### config.mk
export PLATFORM = sky130hd
export DESIGN_NAME = pdo_transmit_trigger_top
export DESIGN_NICKNAME = d
export VERILOG_FILES = /design/src/design/ptt_pkg.sv /design/src/design/pdo_transmit_trigger_top.sv /design/src/design/ptt_chan.sv /design/src/design/ptt_skid.sv
export SDC_FILE = /design/constraint.sdc
export NUM_CORES = 1
export LEC_CHECK = 0
export BUFFER_PORTS_ARGS = -buffer_cell sky130_fd_sc_hd__buf_4
export CAP_MARGIN = 0
export CELL_PAD_IN_SITES_DETAIL_PLACEMENT = 0
export CELL_PAD_IN_SITES_GLOBAL_PLACEMENT = 1
export CORE_AREA = 5 5 158 160
export DETAILED_ROUTE_END_ITERATION = 8
export DIE_AREA = 0 0 163 165
export HOLD_SLACK_MARGIN = 0.12
export PLACE_DENSITY = 0.86
export SYNTH_ARGS = -nofsm -noshare
export SYNTH_HDL_FRONTEND = slang
export SYNTH_SLANG_ARGS = --single-unit
### constraint.sdc
create_clock -name clk -period 3.2 [get_ports clk]
set_clock_uncertainty 0.05 [all_clocks]
set_input_delay 0.48 -clock clk [delete_from_list [all_inputs] [get_ports clk]]
set_output_delay 0.48 -clock clk [all_outputs]
set_load 0.03 [all_outputs]
### src/design/ptt_pkg.sv
// Shared constants and types for the PDO transmit trigger.
`default_nettype none
package ptt_pkg;

	localparam int MAX_CHANNELS = 4;
	localparam int CHANNELS_DEF = 4;

	localparam int CMD_W      = 3;
	localparam int CHAN_IDX_W = 2;
	localparam int NMT_W      = 8;
	localparam int TYPE_W     = 8;
	localparam int PERIOD_W   = 16;
	localparam int CFG_IDX_W  = 3;
	localparam int CFG_DATA_W = 16;
	localparam int FIRE_W     = 4;

	localparam int IN_DATA_W  = 16;
	localparam int OUT_DATA_W = 8;

	localparam int IN_IDX_LO  = 0;
	localparam int IN_NMT_LO  = IN_IDX_LO + CHAN_IDX_W;
	localparam int OUT_STOP_BIT   = FIRE_W;
	localparam int OUT_REMOTE_BIT = FIRE_W + 1;

	localparam logic [CMD_W-1:0] CMD_TICK   = 3'd0;
	localparam logic [CMD_W-1:0] CMD_SYNC   = 3'd1;
	localparam logic [CMD_W-1:0] CMD_REMOTE = 3'd2;
	localparam logic [CMD_W-1:0] CMD_SCAN   = 3'd3;
	localparam logic [CMD_W-1:0] CMD_NMT    = 3'd4;

	localparam logic [NMT_W-1:0] NMT_START      = 8'd1;
	localparam logic [NMT_W-1:0] NMT_STOP       = 8'd2;
	localparam logic [NMT_W-1:0] NMT_PREOP      = 8'd128;
	localparam logic [NMT_W-1:0] NMT_RESET_APP  = 8'd129;
	localparam logic [NMT_W-1:0] NMT_RESET_COMM = 8'd130;

	localparam logic [TYPE_W-1:0] TYPE_SYNC       = 8'd1;
	localparam logic [TYPE_W-1:0] TYPE_REMOTE_MIN = 8'd253;
	localparam logic [TYPE_W-1:0] TYPE_TIMER_MIN  = 8'd254;

	localparam logic [PERIOD_W-1:0] COUNT_MAX = 16'hFFFF;

	localparam logic [CFG_IDX_W-1:0] REG_PERIOD_BASE = 3'd4;

	typedef struct packed {
		logic tick;
		logic sync;
		logic scan;
		logic start;
		logic remote;
		logic type_we;
		logic period_we;
	} ptt_chan_ctl_t;

endpackage
`default_nettype wire

### src/design/pdo_transmit_trigger_top.sv
// PDO transmit trigger: decides which transmit channels fire on each event.
//
// Input beats arrive on the s_ group: s_tuser carries the event kind (tick,
// sync, remote request, scan, network command), s_tdata the channel index
// and the network command code. Every accepted beat yields exactly one
// result beat on the m_ group: the fire mask, the stop flag and the
// remote-frame flag.
// Registers are written over the cfg_ port (index 0..3 types, 4..7
// periods); cfg_ready is always high and a write also preloads the
// channel counter with its period. Write only while no beat is in flight.
// Results are registered ahead of m_tvalid. Throughput is one beat per
// cycle while s_tready is high: channel counters and compares update in the
// accept cycle. After reset all types are sync (1), periods and counters are
// zero, and the output is empty. On an output stall the output register and a
// skid stage hold up to two results; s_tready drops only when both are full.
`default_nettype none
module pdo_transmit_trigger_top #(
	parameter int CHANNELS = ptt_pkg::CHANNELS_DEF
) (
	input  wire                               clk,
	input  wire                               arst_n,
	input  wire                               s_tvalid,
	output logic                              s_tready,
	input  wire [ptt_pkg::IN_DATA_W-1:0]      s_tdata,  // chan_index[1:0], nmt_code[9:2], zero pad
	input  wire [ptt_pkg::CMD_W-1:0]          s_tuser,  // cmd[2:0]
	output logic                              m_tvalid,
	input  wire                               m_tready,
	output logic [ptt_pkg::OUT_DATA_W-1:0]    m_tdata,  // fire_mask[3:0], stop_readout[4],
	                                                    // remote_needed[5], zero pad
	input  wire                               cfg_valid,
	output logic                              cfg_ready,
	input  wire [ptt_pkg::CFG_IDX_W-1:0]      cfg_index,
	input  wire [ptt_pkg::CFG_DATA_W-1:0]     cfg_data
);
	import ptt_pkg::*;

	logic [CMD_W-1:0]      cmd;
	logic [CHAN_IDX_W-1:0] chan_index;
	logic [NMT_W-1:0]      nmt_code;
	logic                  in_fire;
	logic                  cfg_fire;
	logic                  is_stop;
	logic [CHANNELS-1:0]   fire_vec;
	logic [CHANNELS-1:0]   remote_vec;
	logic [FIRE_W-1:0]     fire_mask;
	logic [OUT_DATA_W-1:0] result;

	assign cmd        = s_tuser;
	assign chan_index = s_tdata[IN_IDX_LO +: CHAN_IDX_W];
	assign nmt_code   = s_tdata[IN_NMT_LO +: NMT_W];
	assign in_fire    = s_tvalid && s_tready;
	assign cfg_ready  = 1'b1;
	assign cfg_fire   = cfg_valid && cfg_ready;

	assign is_stop = (cmd == CMD_NMT) &&
	                 ((nmt_code == NMT_STOP) || (nmt_code == NMT_PREOP) ||
	                  (nmt_code == NMT_RESET_APP) || (nmt_code == NMT_RESET_COMM));

	for (genvar ch = 0; ch < CHANNELS; ch++) begin : g_chan
		ptt_chan_ctl_t ctl;

		always_comb begin
			ctl.tick      = in_fire && (cmd == CMD_TICK);
			ctl.sync      = in_fire && (cmd == CMD_SYNC);
			ctl.scan      = in_fire && (cmd == CMD_SCAN);
			ctl.start     = in_fire && (cmd == CMD_NMT) && (nmt_code == NMT_START);
			ctl.remote    = in_fire && (cmd == CMD_REMOTE) &&
			                (chan_index == CHAN_IDX_W'(ch));
			ctl.type_we   = cfg_fire && (cfg_index == CFG_IDX_W'(ch));
			ctl.period_we = cfg_fire &&
			                (cfg_index == CFG_IDX_W'(REG_PERIOD_BASE + CFG_IDX_W'(ch)));
		end

		ptt_chan u_chan (
			.clk         (clk),
			.arst_n      (arst_n),
			.ctl         (ctl),
			.cfg_data    (cfg_data),
			.fire        (fire_vec[ch]),
			.remote_type (remote_vec[ch])
		);
	end

	assign fire_mask = FIRE_W'(fire_vec);
	assign result    = OUT_DATA_W'({(|remote_vec), is_stop, fire_mask});

	ptt_skid #(
		.WIDTH (OUT_DATA_W)
	) u_skid (
		.clk       (clk),
		.arst_n    (arst_n),
		.in_valid  (s_tvalid),
		.in_ready  (s_tready),
		.in_data   (result),
		.out_valid (m_tvalid),
		.out_ready (m_tready),
		.out_data  (m_tdata)
	);

endmodule
`default_nettype wire

### src/design/ptt_chan.sv
// One transmit channel: type and period registers, tick counter, fire decision.
`default_nettype none
module ptt_chan (
	input  wire                              clk,
	input  wire                              arst_n,
	input  wire ptt_pkg::ptt_chan_ctl_t      ctl,
	input  wire [ptt_pkg::CFG_DATA_W-1:0]    cfg_data,
	output logic                             fire,
	output logic                             remote_type
);
	import ptt_pkg::*;

	logic [TYPE_W-1:0]   type_q;
	logic [PERIOD_W-1:0] period_q;
	logic [PERIOD_W-1:0] count_q;
	logic                timer_en;
	logic                due;

	assign timer_en    = (type_q >= TYPE_TIMER_MIN) && (period_q != '0);
	assign due         = timer_en && (count_q >= period_q);
	assign remote_type = type_q >= TYPE_REMOTE_MIN;
	assign fire        = (ctl.sync && (type_q == TYPE_SYNC)) ||
	                     (ctl.remote && remote_type) ||
	                     (ctl.scan && due);

	always_ff @(posedge clk or negedge arst_n) begin
		if (!arst_n) begin
			type_q   <= TYPE_SYNC;
			period_q <= '0;
			count_q  <= '0;
		end else begin
			priority if (ctl.period_we) begin
				period_q <= cfg_data[PERIOD_W-1:0];
				count_q  <= cfg_data[PERIOD_W-1:0];
			end else if (ctl.type_we) begin
				type_q  <= cfg_data[TYPE_W-1:0];
				count_q <= period_q;
			end else if (ctl.tick) begin
				if (count_q != COUNT_MAX) begin
					count_q <= count_q + 1'b1;
				end
			end else if (ctl.scan && due) begin
				count_q <= '0;
			end else if (ctl.start) begin
				count_q <= period_q;
			end
		end
	end

endmodule
`default_nettype wire

### src/design/ptt_skid.sv
// Output register with a skid stage so the input side waits only when the skid stage is full.
`default_nettype none
module ptt_skid #(
	parameter int WIDTH = ptt_pkg::OUT_DATA_W
) (
	input  wire              clk,
	input  wire              arst_n,
	input  wire              in_valid,
	output logic             in_ready,
	input  wire [WIDTH-1:0]  in_data,
	output logic             out_valid,
	input  wire              out_ready,
	output logic [WIDTH-1:0] out_data
);
	logic             out_valid_q;
	logic [WIDTH-1:0] out_data_q;
	logic             skid_valid_q;
	logic [WIDTH-1:0] skid_data_q;
	logic             in_fire;

	assign in_ready  = !skid_valid_q;
	assign in_fire   = in_valid && in_ready;
	assign out_valid = out_valid_q;
	assign out_data  = out_data_q;

	always_ff @(posedge clk or negedge arst_n) begin
		if (!arst_n) begin
			out_valid_q  <= 1'b0;
			skid_valid_q <= 1'b0;
		end else begin
			if (out_ready || !out_valid_q) begin
				if (skid_valid_q) begin
					out_valid_q  <= 1'b1;
					skid_valid_q <= 1'b0;
				end else begin
					out_valid_q <= in_fire;
				end
			end else if (in_fire) begin
				skid_valid_q <= 1'b1;
			end
		end
	end

	always_ff @(posedge clk) begin
		if (out_ready || !out_valid_q) begin
			if (skid_valid_q) begin
				out_data_q <= skid_data_q;
			end else begin
				out_data_q <= in_data;
			end
		end else if (in_fire) begin
			skid_data_q <= in_data;
		end
	end

endmodule
`default_nettype wire

==> flow_summary.toml <==
[yosys]
ys_async_sr_fraction_pct = 93.1
synthFlopType = "sky130_fd_sc_hd__dfrtp_1"
synthesis.area_um2 = 11000
yosys.area_share.xor_xnor_pct = 3.51
synthAdderAreaFrac_pct = 7.74
synth_mux_area_share_pct = 6.83
synthCells = 1207
number_of_storage_elements_in_the_synthesis_netlist = 174
synth_edf_count = 12
yosys.area_share.simple_pct = 18.0
synth_top_family_by_area = "simple AND/OR/NAND/NOR gates"
yosysUniqueCellTypes = 77
synth_compound_area_share_pct = 17.9
synth_seq_area_share_pct = 40.2
synth_area_per_cell_um2 = 9.10
ys_warn_count = 0

[setup_path]
critical_path.reg2reg.startpoint = "g_chan[3].u_chan.count_q[0]$_DFFE_PN0P_"
cp.arrival_ns = 3.19
worst_path_largest_cell_delay_ns = 0.48
timing.critical_path.max_delay_family = "compound AO/OA/AOI/OAI gates"
worst-r2r-setup-slack_ns = 0.28
crit_start = "g_chan[3].u_chan.count_q[0]$_DFFE_PN0P_"
critPathRequiredTime_ns = 3.46
endpoint = "g_chan[3].u_chan.count_q[5]$_DFFE_PN0P_"
critPathLaunchType = "flip-flop"
critical_path.cell_chain = "inv_1, ha_1, nor2b_1, o21ai_0, a21oi_1, o21ai_0, nand2_1, buf_4, a311oi_1, o2bb2ai_1"
rr_worst_depth = 10
worst_r2r_endpoint = "g_chan[3].u_chan.count_q[5]$_DFFE_PN0P_"
library_cell_contributing_the_largest_single_delay_on_the_critical_path = "sky130_fd_sc_hd__o21ai_0"
critical_path.most_common_cell = "sky130_fd_sc_hd__o21ai_0"
critical_path_class = "flip-flop to flip-flop"
path_depth = 10
timing.critical_path.fanout_max = 6
cp-end-kind = "flip-flop"
crit_buf_inv = 2

[timing]
hold_viol_final = 0
timing.max_slew.rel_slack_pct = 49.8
max_slew.worst_pin.slew_ns = 0.750
period_share_pct = 91.4
timing.final.setup_violations = 0
drv_slew = 0
fin_tns_setup_ns = 0
final_critical_period_ns = 2.92
rsz_0062_raised_after_global_routing = "false"
maxClockFrequency_mhz = 342

[floorplanning]
floorplan.initialDensity_pct = 47.2
chipWidth_um = 163
ioPinCount = 54
core_area_um2 = 23300
die_area_um2 = 26900
num_rows = 56
floorplan.die.height_um = 165

[run]
maxCapViolations = 0

[clock_network]
clk_transition_reported_paths_ns = 0.07
cts_sinks = 174
worst_skew_pair.late_latency_ns = 0.43
cts_root_buffer = "sky130_fd_sc_hd__clkbuf_16"
cts_buffer_depth = 2
cts_buffers = 17
ctsHtreeMaxLevel = 4
cts_tree = "yes"

[drt]
post_drt_wl_per_cell_um = 19.6
routed-via-count = 9391
detail-route-antenna-nets = 0
via_per_inst = 5.91
dr.pass1.iters = 5
drt_drc_violations_left = 0
drtIter0Drc = 820
wirelength_routed_um = 31200

[place]
place_inst = 1557
numPortBuffers = 44
postPlaceCellArea_um2 = 11800
globalplace.congestion = 0.873
post-dp-hpwl_um = 21700

[pwr]
vdd.ir_drop.worst_mv = 0.301
total_power_mw = 7.97
power.leakage_nw = 5.32
power_per_cell_area_nw_per_um2 = 639

[run_status]
status = "complete, no violations"

[layout]
synthToLayoutAreaGrowth_pct = 13.4
layout.cell_area.non_filler_um2 = 12500
utilization_pct = 53.6
finalNonFillerCells = 1590
num-nets-final = 1369
drive_above_1_share_pct = 17.0
antennaDiodeCount = 0

[hold_path]
timing.hold.worst.class = "input port to flip-flop"
holdPathStages = 3

[grt]
antenna_found_initial = 0
maximum_number_of_pins_on_one_net_before_global_route_repair = 66
grt_usage_pct = 24.0
first_global_vias = 9472
grt_first_pass_wirelength_um = 51000
grt_overflow_total = 0
cell usage in the layout, fill, tap and decap left out, types with 4 or more instances in the layout:
cell type	Yosys	final
sky130_fd_sc_hd__dfrtp_1	158	158
sky130_fd_sc_hd__nand2_1	140	140
sky130_fd_sc_hd__o21ai_0	115	115
sky130_fd_sc_hd__inv_1	85	85
sky130_fd_sc_hd__buf_4	6	84
sky130_fd_sc_hd__nor2_1	73	73
sky130_fd_sc_hd__ha_1	68	68
sky130_fd_sc_hd__a21oi_1	60	60
sky130_fd_sc_hd__mux2_2	56	56
sky130_fd_sc_hd__nand3_1	49	49
sky130_fd_sc_hd__nor4_1	31	31
sky130_fd_sc_hd__xnor2_1	30	30
sky130_fd_sc_hd__nand4_1	27	27
sky130_fd_sc_hd__and3_1	20	20
sky130_fd_sc_hd__a211oi_1	18	18
sky130_fd_sc_hd__clkbuf_16	0	17
sky130_fd_sc_hd__xor2_1	14	14
sky130_fd_sc_hd__a21oi_2	13	13
sky130_fd_sc_hd__mux2i_1	12	12
sky130_fd_sc_hd__o22ai_1	12	12
sky130_fd_sc_hd__nor2_2	12	12
sky130_fd_sc_hd__edfxtp_1	12	12
sky130_fd_sc_hd__a221oi_1	11	11
sky130_fd_sc_hd__a31oi_1	10	10
sky130_fd_sc_hd__nor3_1	9	9
sky130_fd_sc_hd__o41ai_1	8	8
sky130_fd_sc_hd__a222oi_1	7	7
sky130_fd_sc_hd__and2_1	5	6
sky130_fd_sc_hd__o2bb2ai_1	6	6
sky130_fd_sc_hd__bufinv_16	0	6
sky130_fd_sc_hd__nand2b_1	5	5
sky130_fd_sc_hd__nor3b_1	5	5
sky130_fd_sc_hd__o211ai_1	5	5
sky130_fd_sc_hd__a221o_1	4	4
sky130_fd_sc_hd__nor4b_1	4	4
sky130_fd_sc_hd__or3_1	4	4
sky130_fd_sc_hd__dfstp_2	4	4
layer usage:
metal,vias to the layer above,global-route usage [%],share of wire (%)
met5,-,0,0
li1,4491,-,-
met1,4527,32.5,44
met4,0,8.23,2.9
met2,316,39.5,47
met3,57,3.67,5.8
Yosys cell counts, types with 4 or more instances:
library cell / n / area, um2
sky130_fd_sc_hd__a221o_1: 4 / 40.0
sky130_fd_sc_hd__nor2_1: 73 / 274
sky130_fd_sc_hd__a221oi_1: 11 / 96.3
sky130_fd_sc_hd__clkbuf_1: 35 / 131
sky130_fd_sc_hd__mux2_2: 56 / 631
sky130_fd_sc_hd__buf_2: 6 / 30.0
sky130_fd_sc_hd__or3_1: 4 / 25.0
sky130_fd_sc_hd__dfstp_2: 4 / 105
sky130_fd_sc_hd__o41ai_1: 8 / 70.1
sky130_fd_sc_hd__nand2_1: 140 / 526
sky130_fd_sc_hd__a21oi_2: 13 / 114
sky130_fd_sc_hd__xor2_1: 14 / 123
sky130_fd_sc_hd__ha_1: 68 / 851
sky130_fd_sc_hd__and2_1: 5 / 31.3
sky130_fd_sc_hd__a211oi_1: 18 / 135
sky130_fd_sc_hd__nand4_1: 27 / 169
sky130_fd_sc_hd__o211ai_1: 5 / 37.5
sky130_fd_sc_hd__dfrtp_1: 158 / 3950
sky130_fd_sc_hd__nand3_1: 49 / 245
sky130_fd_sc_hd__and3_1: 20 / 125
sky130_fd_sc_hd__o21ai_0: 115 / 576
sky130_fd_sc_hd__edfxtp_1: 12 / 360
sky130_fd_sc_hd__buf_6: 7 / 78.8
sky130_fd_sc_hd__buf_4: 6 / 45.0
sky130_fd_sc_hd__nand2b_1: 5 / 31.3
sky130_fd_sc_hd__nor4_1: 31 / 194
sky130_fd_sc_hd__a31oi_1: 10 / 62.6
sky130_fd_sc_hd__a222oi_1: 7 / 70.1
sky130_fd_sc_hd__o22ai_1: 12 / 75.1
sky130_fd_sc_hd__xnor2_1: 30 / 263
sky130_fd_sc_hd__a21oi_1: 60 / 300
sky130_fd_sc_hd__inv_1: 85 / 319
sky130_fd_sc_hd__o2bb2ai_1: 6 / 52.6
sky130_fd_sc_hd__nor2_2: 12 / 75.1
sky130_fd_sc_hd__nor3b_1: 5 / 37.5
sky130_fd_sc_hd__nor4b_1: 4 / 35.0
sky130_fd_sc_hd__nor3_1: 9 / 45.0
sky130_fd_sc_hd__mux2i_1: 12 / 120
state kept, by name, summed over array words and instances, names as in the netlist:
signal	count
g_chan.u_chan.period_q	64
u_skid.skid_valid_q	1
u_skid.out_data	6
u_skid.skid_data_q	6
g_chan.u_chan.count_q	64
g_chan.u_chan.type_q	32
u_skid.out_valid	1
how the worst min path moves through the flow:
stage,start,end
3_3_place_gp,u_skid.skid_data_q[4]$_DFFE_PP_,u_skid.out_data[4]$_DFFE_PN_
4_1_cts,s_tvalid,u_skid.out_valid$_DFFE_PN0N_
6_report,s_tvalid,u_skid.out_valid$_DFFE_PN0N_
5_1_grt,s_tvalid,u_skid.out_valid$_DFFE_PN0N_
3_5_place_dp,g_chan[0].u_chan.type_q[2]$_DFFE_PN0P_,g_chan[0].u_chan.type_q[2]$_DFFE_PN0P_
2_1_floorplan,arst_n,g_chan[0].u_chan.count_q[0]$_DFFE_PN0P_
kinds of logic after synthesis:
logic type	after synthesis
flip-flops	174
other	2
AND/OR/NAND/NOR	405
multiplexers	68
adder cells (fa/ha/maj)	68
XOR/XNOR	44
buffers and inverters	143
AO/OA/AOI/OAI	303
stage by stage:
step | hold slack [ns] | setup slack, ns
3_3_place_gp | 0.463 | 0.354
6_report | 0.222 | 0.276
2_1_floorplan | 0.134 | 0.630
4_1_cts | 0.207 | 0.365
5_1_grt | 0.238 | 0.0665
3_5_place_dp | 0.474 | 0.328
area by class of cell:
type                    count  area, um2
clock buffers              17        425
clock inverters            15        255
fillers                  2112      10800
inverters                  86        323
multi-input cells         891       5950
flip-flops and latches    174       4420
well taps                 319        399
repair buffers             88        692
worst register-to-register path, delay by kind of cell, from the launching register on:
family,cells,cell delay [ns]
AO/OA/AOI/OAI,5,1.38
buffers and inverters,2,0.34
AND/OR/NAND/NOR,2,0.33
adder cells (fa/ha/maj),1,0.29
flip-flops,1,0.43
timing repair:
item | in CTS | in global routing
hold buffers | 1 | 0
hold endpoints to repair | 62 | 0
buffers inserted | 0 | 0
resized for setup | 0 | 0
report_power, final:
part           total, mW  internal [mW]  switching [mW]
Combinational       2.21           1.01            1.19
Sequential          3.33           2.73           0.601
Clock               2.43           1.48           0.945
(Power assumes the default switching activity.)
